$ cat config.mk
export PLATFORM = sky130hd
export DESIGN_NAME = piece_to_file_segment_mapper
export DESIGN_NICKNAME = d
export VERILOG_FILES = /design/src/sv/pfm_pkg.sv /design/src/sv/pfm_ctrl.sv /design/src/sv/pfm_dpath.sv /design/src/sv/piece_to_file_segment_mapper.sv
export SDC_FILE = /design/constraint.sdc
export NUM_CORES = 2
export LEC_CHECK = 0
export BUFFER_PORTS_ARGS = -buffer_cell sky130_fd_sc_hd__buf_2
export CORE_ASPECT_RATIO = 1.2
export CORE_MARGIN = 5
export CORE_UTILIZATION = 45
export DETAILED_ROUTE_END_ITERATION = 10
export HOLD_SLACK_MARGIN = 0.06
export SETUP_SLACK_MARGIN = 0.3
export SLEW_MARGIN = 20
export SYNTH_ARGS = -nofsm -noshare
export SYNTH_HDL_FRONTEND = slang
export SYNTH_HIERARCHICAL = 1
export SYNTH_SLANG_ARGS = --single-unit
$ cat constraint.sdc
create_clock -name i_clk -period 10.6 [get_ports i_clk]
set_clock_uncertainty 0.2 [all_clocks]
set_input_delay 0 -clock i_clk [delete_from_list [all_inputs] [get_ports i_clk]]
set_output_delay 0 -clock i_clk [all_outputs]
set_load 0.02 [all_outputs]
$ cat src/sv/pfm_pkg.sv
// ============================================================================
// pfm_pkg
// Shared constants and controller/datapath interface types for the piece to
// file segment mapper.
// ============================================================================
package pfm_pkg;

    localparam int MAX_FILES_DEF  = 16;

    localparam int LEN_W          = 40;   // file length and file offset
    localparam int PSZ_W          = 25;   // piece size and segment length
    localparam int POFF_W         = 24;   // offset inside a piece
    localparam int PIDX_W         = 20;   // piece index
    localparam int FIDX_W         = 4;    // file index on the result
    localparam int FCNT_W         = 5;    // file_count register
    localparam int LIN_W          = PIDX_W + PSZ_W;

    localparam logic [PSZ_W-1:0]  PSZ_RESET = 25'd262144;
    localparam logic [PSZ_W-1:0]  PSZ_LIMIT = 25'd16777216;

    localparam logic              ACT_LOAD  = 1'b0;
    localparam logic              ACT_MAP   = 1'b1;

    localparam logic              REG_PIECE_SIZE = 1'b0;
    localparam logic              REG_FILE_COUNT = 1'b1;

    localparam logic [1:0]        ST_OK     = 2'd0;
    localparam logic [1:0]        ST_BEYOND = 2'd1;
    localparam logic [1:0]        ST_SHORT  = 2'd2;

    typedef struct packed {
        logic       load;
        logic       map_init;
        logic       mul;
        logic       rd_en;
        logic       rd_next;
        logic       srch_next;
        logic       srch_hit;
        logic       err;
        logic       seg;
        logic       fin;
        logic [1:0] fin_status;
    } t_cmd;

    typedef struct packed {
        logic idx_end;
        logic found;
        logic psz_zero;
        logic seg_done;
        logic files_end;
    } t_sts;

endpackage

$ cat src/sv/pfm_ctrl.sv
// ============================================================================
// pfm_ctrl
// Sequencer for the mapper: load, multiply, table search, segment walk and
// final result.
// ============================================================================
module pfm_ctrl
    import pfm_pkg::*;
(
    input  logic i_clk,
    input  logic i_rst_n,
    input  logic i_start,
    input  logic i_action,
    input  t_sts i_sts,
    output t_cmd o_cmd,
    output logic o_busy
);

    localparam logic [2:0] S_IDLE = 3'd0;
    localparam logic [2:0] S_MUL  = 3'd1;
    localparam logic [2:0] S_SRD  = 3'd2;
    localparam logic [2:0] S_SEV  = 3'd3;
    localparam logic [2:0] S_SEG  = 3'd4;
    localparam logic [2:0] S_FIN  = 3'd5;

    logic [2:0] r_state, n_state;
    logic [1:0] r_fin_st, n_fin_st;

    always_ff @(posedge i_clk) begin
        if (!i_rst_n) begin
            r_state  <= S_IDLE;
            r_fin_st <= ST_OK;
        end else begin
            r_state  <= n_state;
            r_fin_st <= n_fin_st;
        end
    end

    always_comb begin
        n_state  = r_state;
        n_fin_st = r_fin_st;
        o_cmd    = '0;
        o_cmd.fin_status = r_fin_st;
        case (r_state)
            S_IDLE: begin
                if (i_start) begin
                    if (i_action == ACT_MAP) begin
                        o_cmd.map_init = 1'b1;
                        n_state        = S_MUL;
                    end else begin
                        o_cmd.load = 1'b1;
                    end
                end
            end
            S_MUL: begin
                o_cmd.mul = 1'b1;
                n_state   = S_SRD;
            end
            S_SRD: begin
                if (i_sts.idx_end) begin
                    o_cmd.err = 1'b1;
                    n_fin_st  = ST_BEYOND;
                    n_state   = S_FIN;
                end else begin
                    o_cmd.rd_en = 1'b1;
                    n_state     = S_SEV;
                end
            end
            S_SEV: begin
                if (i_sts.found) begin
                    o_cmd.srch_hit = 1'b1;
                    if (i_sts.psz_zero) begin
                        n_fin_st = ST_OK;
                        n_state  = S_FIN;
                    end else begin
                        n_state  = S_SEG;
                    end
                end else begin
                    o_cmd.srch_next = 1'b1;
                    n_state         = S_SRD;
                end
            end
            S_SEG: begin
                // The next table entry is fetched while this segment is cut.
                o_cmd.seg     = 1'b1;
                o_cmd.rd_en   = 1'b1;
                o_cmd.rd_next = 1'b1;
                if (i_sts.seg_done) begin
                    n_fin_st = ST_OK;
                    n_state  = S_FIN;
                end else if (i_sts.files_end) begin
                    n_fin_st = ST_SHORT;
                    n_state  = S_FIN;
                end
            end
            S_FIN: begin
                o_cmd.fin = 1'b1;
                n_state   = S_IDLE;
            end
            default: begin
                n_state = S_IDLE;
            end
        endcase
    end

    assign o_busy = (r_state != S_IDLE);

endmodule

$ cat src/sv/pfm_dpath.sv
// ============================================================================
// pfm_dpath
// File length table, piece multiplier, prefix sum search and segment
// arithmetic, with a one-deep hold for the segment not yet known to be last.
// ============================================================================
module pfm_dpath
    import pfm_pkg::*;
#(
    parameter int MAX_FILES = MAX_FILES_DEF
)
(
    input  logic              i_clk,
    input  logic              i_rst_n,
    input  t_cmd              i_cmd,
    output t_sts              o_sts,
    input  logic [PSZ_W-1:0]  i_piece_size,
    input  logic [FCNT_W-1:0] i_file_count,
    input  logic [3:0]        i_file_slot,
    input  logic [LEN_W-1:0]  i_file_length,
    input  logic [PIDX_W-1:0] i_piece_index,
    output logic              o_strobe,
    output logic [FIDX_W-1:0] o_file_index,
    output logic [LEN_W-1:0]  o_file_offset,
    output logic [POFF_W-1:0] o_segment_piece_offset,
    output logic [PSZ_W-1:0]  o_segment_length,
    output logic              o_last,
    output logic [1:0]        o_status
);

    localparam int IDX_W = (MAX_FILES > 1) ? $clog2(MAX_FILES) : 1;
    localparam int CNT_W = $clog2(MAX_FILES + 1);
    localparam int END_W = LIN_W + CNT_W;

    logic [LEN_W-1:0]  mem [MAX_FILES];
    logic [LEN_W-1:0]  r_rd;

    logic [PIDX_W-1:0] r_pi;
    logic [PSZ_W-1:0]  r_psz;
    logic [CNT_W-1:0]  r_count;
    logic [CNT_W-1:0]  r_idx;
    logic [LIN_W-1:0]  r_lin;
    logic [END_W-1:0]  r_end;
    logic [LEN_W-1:0]  r_foff;
    logic [PSZ_W-1:0]  r_rem;
    logic [PSZ_W-1:0]  r_poff;

    logic              r_pv;
    logic [FIDX_W-1:0] r_p_fi;
    logic [LEN_W-1:0]  r_p_fo;
    logic [POFF_W-1:0] r_p_po;
    logic [PSZ_W-1:0]  r_p_len;

    logic              r_o_strobe;
    logic [FIDX_W-1:0] r_o_fi;
    logic [LEN_W-1:0]  r_o_fo;
    logic [POFF_W-1:0] r_o_po;
    logic [PSZ_W-1:0]  r_o_len;
    logic              r_o_last;
    logic [1:0]        r_o_st;

    logic [PSZ_W-1:0]  n_psz;
    logic [CNT_W-1:0]  n_count;
    logic [CNT_W:0]    n_idx_inc;
    logic [IDX_W-1:0]  n_rd_addr;
    logic [END_W-1:0]  n_end;
    logic [END_W-1:0]  n_diff;
    logic [LEN_W-1:0]  n_avail;
    logic [PSZ_W-1:0]  n_len;
    logic              n_emit_prev;

    assign n_psz   = (i_piece_size > PSZ_LIMIT) ? PSZ_LIMIT : i_piece_size;
    assign n_count = (32'(i_file_count) > MAX_FILES) ? CNT_W'(MAX_FILES)
                                                    : CNT_W'(i_file_count);

    assign n_idx_inc = {1'b0, r_idx} + (CNT_W+1)'(1);
    assign n_rd_addr = i_cmd.rd_next ? IDX_W'(n_idx_inc) : IDX_W'(r_idx);

    // Running end of the table up to and including the entry just read.
    assign n_end  = r_end + END_W'(r_rd);
    assign n_diff = END_W'(r_lin) - r_end;

    assign n_avail = r_rd - r_foff;
    assign n_len   = ({{(LEN_W-PSZ_W){1'b0}}, r_rem} < n_avail) ? r_rem
                                                               : PSZ_W'(n_avail);
    assign n_emit_prev = i_cmd.seg && (n_len != '0) && r_pv;

    assign o_sts.idx_end   = (r_idx >= r_count);
    assign o_sts.found     = (END_W'(r_lin) < n_end);
    assign o_sts.psz_zero  = (r_psz == '0);
    assign o_sts.seg_done  = (n_len == r_rem);
    assign o_sts.files_end = (n_idx_inc >= {1'b0, r_count});

    always_ff @(posedge i_clk) begin
        if (i_cmd.load && (32'(i_file_slot) < MAX_FILES)) begin
            mem[IDX_W'(i_file_slot)] <= i_file_length;
        end
        if (i_cmd.rd_en) begin
            r_rd <= mem[n_rd_addr];
        end
    end

    always_ff @(posedge i_clk) begin
        if (i_cmd.map_init) begin
            r_pi    <= i_piece_index;
            r_psz   <= n_psz;
            r_count <= n_count;
            r_idx   <= '0;
            r_end   <= '0;
        end
        if (i_cmd.mul) begin
            r_lin <= LIN_W'(r_pi) * LIN_W'(r_psz);
        end
        if (i_cmd.srch_next) begin
            r_end <= n_end;
            r_idx <= CNT_W'(n_idx_inc);
        end
        if (i_cmd.srch_hit) begin
            r_foff  <= n_diff[LEN_W-1:0];
            r_rem   <= r_psz;
            r_poff  <= '0;
            r_p_fi  <= FIDX_W'(r_idx);
            r_p_fo  <= n_diff[LEN_W-1:0];
            r_p_po  <= '0;
            r_p_len <= '0;
        end
        if (i_cmd.err) begin
            r_p_fi  <= '0;
            r_p_fo  <= '0;
            r_p_po  <= '0;
            r_p_len <= '0;
        end
        if (i_cmd.seg) begin
            if (n_len != '0) begin
                r_p_fi  <= FIDX_W'(r_idx);
                r_p_fo  <= r_foff;
                r_p_po  <= r_poff[POFF_W-1:0];
                r_p_len <= n_len;
            end
            r_rem  <= r_rem - n_len;
            r_poff <= r_poff + n_len;
            r_idx  <= CNT_W'(n_idx_inc);
            r_foff <= '0;
        end
        if (n_emit_prev || i_cmd.fin) begin
            r_o_fi   <= r_p_fi;
            r_o_fo   <= r_p_fo;
            r_o_po   <= r_p_po;
            r_o_len  <= r_p_len;
            r_o_last <= i_cmd.fin;
            r_o_st   <= i_cmd.fin ? i_cmd.fin_status : ST_OK;
        end
    end

    always_ff @(posedge i_clk) begin
        if (!i_rst_n) begin
            r_pv       <= 1'b0;
            r_o_strobe <= 1'b0;
        end else begin
            r_o_strobe <= n_emit_prev || i_cmd.fin;
            if (i_cmd.map_init) begin
                r_pv <= 1'b0;
            end else if (i_cmd.seg && (n_len != '0)) begin
                r_pv <= 1'b1;
            end
        end
    end

    assign o_strobe               = r_o_strobe;
    assign o_file_index           = r_o_fi;
    assign o_file_offset          = r_o_fo;
    assign o_segment_piece_offset = r_o_po;
    assign o_segment_length       = r_o_len;
    assign o_last                 = r_o_last;
    assign o_status               = r_o_st;

endmodule

$ cat src/sv/piece_to_file_segment_mapper.sv
// ============================================================================
// piece_to_file_segment_mapper
// Maps a piece index onto the files of a table of file lengths and emits one
// segment result per non-empty file the piece crosses, or one result if none.
// ============================================================================
//  Channel   Direction  Handshake                       Payload
//  ------    ---------  ------------------------------  ---------------------
//  command   in         start && !busy                  action, slot, length,
//                                                       piece index
//  result    out        o_strobe, one cycle, no stall   segment fields, status
//  config    in         psel && penable && pwrite       piece size, file count
//
//  A load item is written in the idle state and busy stays low. A map item
//  runs capture and multiply, a table read and a prefix compare for each
//  table entry searched, a segment walk over the files it crosses, and then
//  delivery of the final result. The walk starts on the file the search
//  found. A result strobe may appear in the cycle after busy falls; a new
//  item can be accepted in that cycle. Reset is synchronous and active low;
//  the file table is not cleared. The receiver cannot stall the results.
// ============================================================================
module piece_to_file_segment_mapper
    import pfm_pkg::*;
#(
    parameter int MAX_FILES = MAX_FILES_DEF
)
(
    input  logic              i_clk,
    input  logic              i_rst_n,
    input  logic              psel,
    input  logic              penable,
    input  logic              pwrite,
    input  logic [2:0]        paddr,
    input  logic [31:0]       pwdata,
    output logic [31:0]       prdata,
    output logic              pready,
    input  logic              start,
    output logic              busy,
    input  logic              i_action,
    input  logic [3:0]        i_file_slot,
    input  logic [LEN_W-1:0]  i_file_length,
    input  logic [PIDX_W-1:0] i_piece_index,
    output logic              o_strobe,
    output logic [FIDX_W-1:0] o_file_index,
    output logic [LEN_W-1:0]  o_file_offset,
    output logic [POFF_W-1:0] o_segment_piece_offset,
    output logic [PSZ_W-1:0]  o_segment_length,
    output logic              o_last,
    output logic [1:0]        o_status
);

    logic [PSZ_W-1:0]  r_piece_size;
    logic [FCNT_W-1:0] r_file_count;
    logic              n_cfg_wr;
    t_cmd              w_cmd;
    t_sts              w_sts;

    assign pready   = 1'b1;
    assign n_cfg_wr = psel && penable && pwrite && pready;

    always_ff @(posedge i_clk) begin
        if (!i_rst_n) begin
            r_piece_size <= PSZ_RESET;
            r_file_count <= '0;
        end else if (n_cfg_wr) begin
            case (paddr[2])
                REG_PIECE_SIZE: r_piece_size <= pwdata[PSZ_W-1:0];
                REG_FILE_COUNT: r_file_count <= pwdata[FCNT_W-1:0];
                default: ;
            endcase
        end
    end

    always_comb begin
        case (paddr[2])
            REG_PIECE_SIZE: prdata = {{(32-PSZ_W){1'b0}}, r_piece_size};
            REG_FILE_COUNT: prdata = {{(32-FCNT_W){1'b0}}, r_file_count};
            default:        prdata = '0;
        endcase
    end

    pfm_ctrl u_ctrl (
        .i_clk    (i_clk),
        .i_rst_n  (i_rst_n),
        .i_start  (start),
        .i_action (i_action),
        .i_sts    (w_sts),
        .o_cmd    (w_cmd),
        .o_busy   (busy)
    );

    pfm_dpath #(
        .MAX_FILES (MAX_FILES)
    ) u_dpath (
        .i_clk                  (i_clk),
        .i_rst_n                (i_rst_n),
        .i_cmd                  (w_cmd),
        .o_sts                  (w_sts),
        .i_piece_size           (r_piece_size),
        .i_file_count           (r_file_count),
        .i_file_slot            (i_file_slot),
        .i_file_length          (i_file_length),
        .i_piece_index          (i_piece_index),
        .o_strobe               (o_strobe),
        .o_file_index           (o_file_index),
        .o_file_offset          (o_file_offset),
        .o_segment_piece_offset (o_segment_piece_offset),
        .o_segment_length       (o_segment_length),
        .o_last                 (o_last),
        .o_status               (o_status)
    );

endmodule

==> summary.txt <==
Setup-failing EPs final: 0
Max clock buf depth: 3
Slew headroom: 22.3%
Slowest Stage Delay on Critical Path: 0.51 ns
Max-cap violations: 0
Final min period: 9.37 ns
Cts bufs inserted: 118
Most common cell in the netlist: edfxtp_1
Largest net degree at the start of global routing: 141
Number of distinct library cells after synthesis: 101
# DRC: 0
Top post-synthesis cells by area: edfxtp_1, fa_1, ha_1
CP max-delay cell: o211ai_1
Place WS: 1.33 ns
Vias in the first global route: 47,700
Later-pin clock latency in the skew report: 0.76 ns
CP Capture Type: flop
Crit path max fanout: 8
CTS tree: done
Period utilization: 88.4%
Fin. Hold Viols: 0
Multi-input gate area: 0.0342 mm²
Crit start category: flop
Number of synthesized flops with an enable pin: 975
Main flop type after synthesis: edfxtp_1
Fill cells: 13,400
Detail Route Antenna Nets: 0
Core Region: 0.155 mm²
Starting Density: 45.3%
Sequential cell area: 0.0327 mm²
Area after DPL: 0.0736 mm²
Layout cell share with drive strength beyond 1: 12.3%
First-pass GRT wire length: 286,000 µm
Iteration-0 DRC Markers: 3,230
WP data arrival: 9.83 ns
Final Util: 51.7%
Post-DP HPWL: 131,000 µm
Worst hold path type: primary input to flop
CP required: 11.06 ns
DR WL/cell: 22.3 µm
Routed via count: 46,600
Pre-antenna DRT Iters: 7
Max-slew violations: 0
Synth top area share: 41.8%
Post-CTS Hold Buffers: 229
Routed vias/inst: 5.54
Row Count: 158
Type of the worst setup path: flop to flop
YS warnings: 6
Die W: 370 µm
Yosys top cell by area: edfxtp_1
Die ar.: 0.164 mm²
Clk pin slew, worst setup/hold paths: 0.07 ns
Antenna violations before repair: 19
Reg2reg setup slack: 1.23 ns
Register area share after synthesis: 46.6%
Fraction of registers with async set/reset: 0%
Gate Count Post-Synth: 5,833
H-tree depth: 3
Worst-margin pin slew: 1.17 ns
Final WL: 188,000 µm
P&R area growth vs syn: 14.2%
Clock Sinks: 1,145
Netlist Area Pre-Place: 0.0701 mm²
Ports: 237
GP Congestion: 0.928
RSZ-0062 raised after global routing: false
Synth Register Bits: 1,145
Post-synth top cells: edfxtp_1, nand2_1, inv_1
Status: complete, no violations
Syn Area/Cell: 12.0 µm²
GRT Residual Overflow: 0
Nets: 7,121
PostCTS Resize Cnt: 0
Die Ht: 442 µm
Final worst slack: 1.23 ns
Setup TNS: 0 ns
Fmax: 0.107 GHz
Port Buffers: 219
Post-CTS setup buffers: 0
Clock Root Buffer: clkbuf_16
Total track usage: 22.8%
Design area: 0.0801 mm²
worst paths after layout:
kind,to,from,cells past startpoint
max,u_dpath/r_rem[22],u_dpath/r_rd[9],37
min,r_file_count[2],psel,4
min reg2reg,u_dpath/r_p_fo[30],u_dpath/r_foff[30],2
max reg2reg,u_dpath/r_rem[22],u_dpath/r_rd[9],37
cell families after synthesis:
family                   after synthesis  share of synthesized area, %
AND/OR/NAND/NOR                     1644                          11.4
flip-flops                          1145                          46.6
buffers and inverters                889                          4.94
AO/OA/AOI/OAI                        870                          8.08
adder cells (fa/ha/maj)              811                          18.8
multiplexers                         288                          7.71
XOR/XNOR                             184                          2.38
other                                  2                        0.0107
state kept, by name, indices dropped and copies added (netlist names), 3 cells and up:
signal,flops
r_file_count,5
r_piece_size,25
u_ctrl/r_state,3
u_dpath/mem,640
u_dpath/o_file_index,4
u_dpath/o_file_offset,40
u_dpath/o_segment_length,25
u_dpath/o_segment_piece_offset,24
u_dpath/r_count,5
u_dpath/r_end,50
u_dpath/r_foff,40
u_dpath/r_idx,5
u_dpath/r_lin,45
u_dpath/r_p_fi,4
u_dpath/r_p_fo,40
u_dpath/r_p_len,25
u_dpath/r_p_po,24
u_dpath/r_pi,20
u_dpath/r_poff,24
u_dpath/r_psz,25
u_dpath/r_rd,40
u_dpath/r_rem,25
worst max-delay path, delay by kind of cell (launching register included):
kind	cells	cell delay, ns
AOI/OAI and AO/OA	15	3.58
xor gates and xnor gates	1	0.25
adders and majority gates	5	1.80
buffers and inverters	3	0.40
DFF	1	0.45
muxes	2	0.57
and+or+nand+nor	11	1.95
final cells by class:
type / instances / area share [%]
Multi-Input combinational cell: 3805 / 42.7
Sequential cell: 1145 / 40.8
Timing Repair Buffer: 527 / 5.03
Clock buffer: 143 / 3.91
Tap cell: 2080 / 3.25
Inverter: 623 / 2.92
Clock inverter: 81 / 1.32
Antenna cell: 13 / 0.0406
cells in the final DEF, fill, tap and decap left out, types with 19 or more instances in the layout:
master | synthesis | routed
a21oi_1 | 245 | 244
nor3_1 | 69 | 64
nor2b_1 | 67 | 67
clkbuf_16 | 0 | 121
a21o_1 | 111 | 110
buf_4 | 10 | 75
mux4_2 | 200 | 200
a31oi_1 | 39 | 39
or2_2 | 23 | 23
buf_2 | 13 | 219
nor2_1 | 250 | 236
dfxtp_1 | 170 | 170
clkinv_2 | 0 | 19
inv_1 | 622 | 621
nand4_1 | 47 | 47
o21bai_1 | 24 | 24
dlygate4sd3_1 | 0 | 229
xor2_1 | 68 | 66
a211oi_1 | 50 | 50
nand3_1 | 67 | 67
nand2b_1 | 94 | 94
o31ai_1 | 36 | 36
nor4_1 | 33 | 33
edfxtp_1 | 975 | 975
o21a_1 | 35 | 35
o211ai_1 | 19 | 19
fa_1 | 414 | 414
o21ai_0 | 175 | 175
ha_1 | 381 | 381
xnor2_1 | 112 | 111
nand2_1 | 653 | 653
clkbuf_1 | 216 | 20
and2_1 | 223 | 223
mux2i_1 | 76 | 75
and3_1 | 35 | 33
routing by layer:
layer  track usage, %  up-vias  share of wire [%]
met5                0        -              0.026
met4             6.75        8                3.0
met3             3.20      298                5.3
met1             29.8    23700                 42
met2             39.5     1264                 50
li1                 -    21400                  -
through the flow:
step | std cells | hold slack (ns)
after floorplan | 5839 | -0.101
after global routing | 8411 | 0.226
after global placement | 7950 | -0.0236
after detailed placement | 7951 | -0.0213
after CTS | 8404 | 0.151
final | 8417 | 0.193
Power is not shown: default switching activity piles up to over one toggle a cycle in this logic, so the estimate is an artifact.
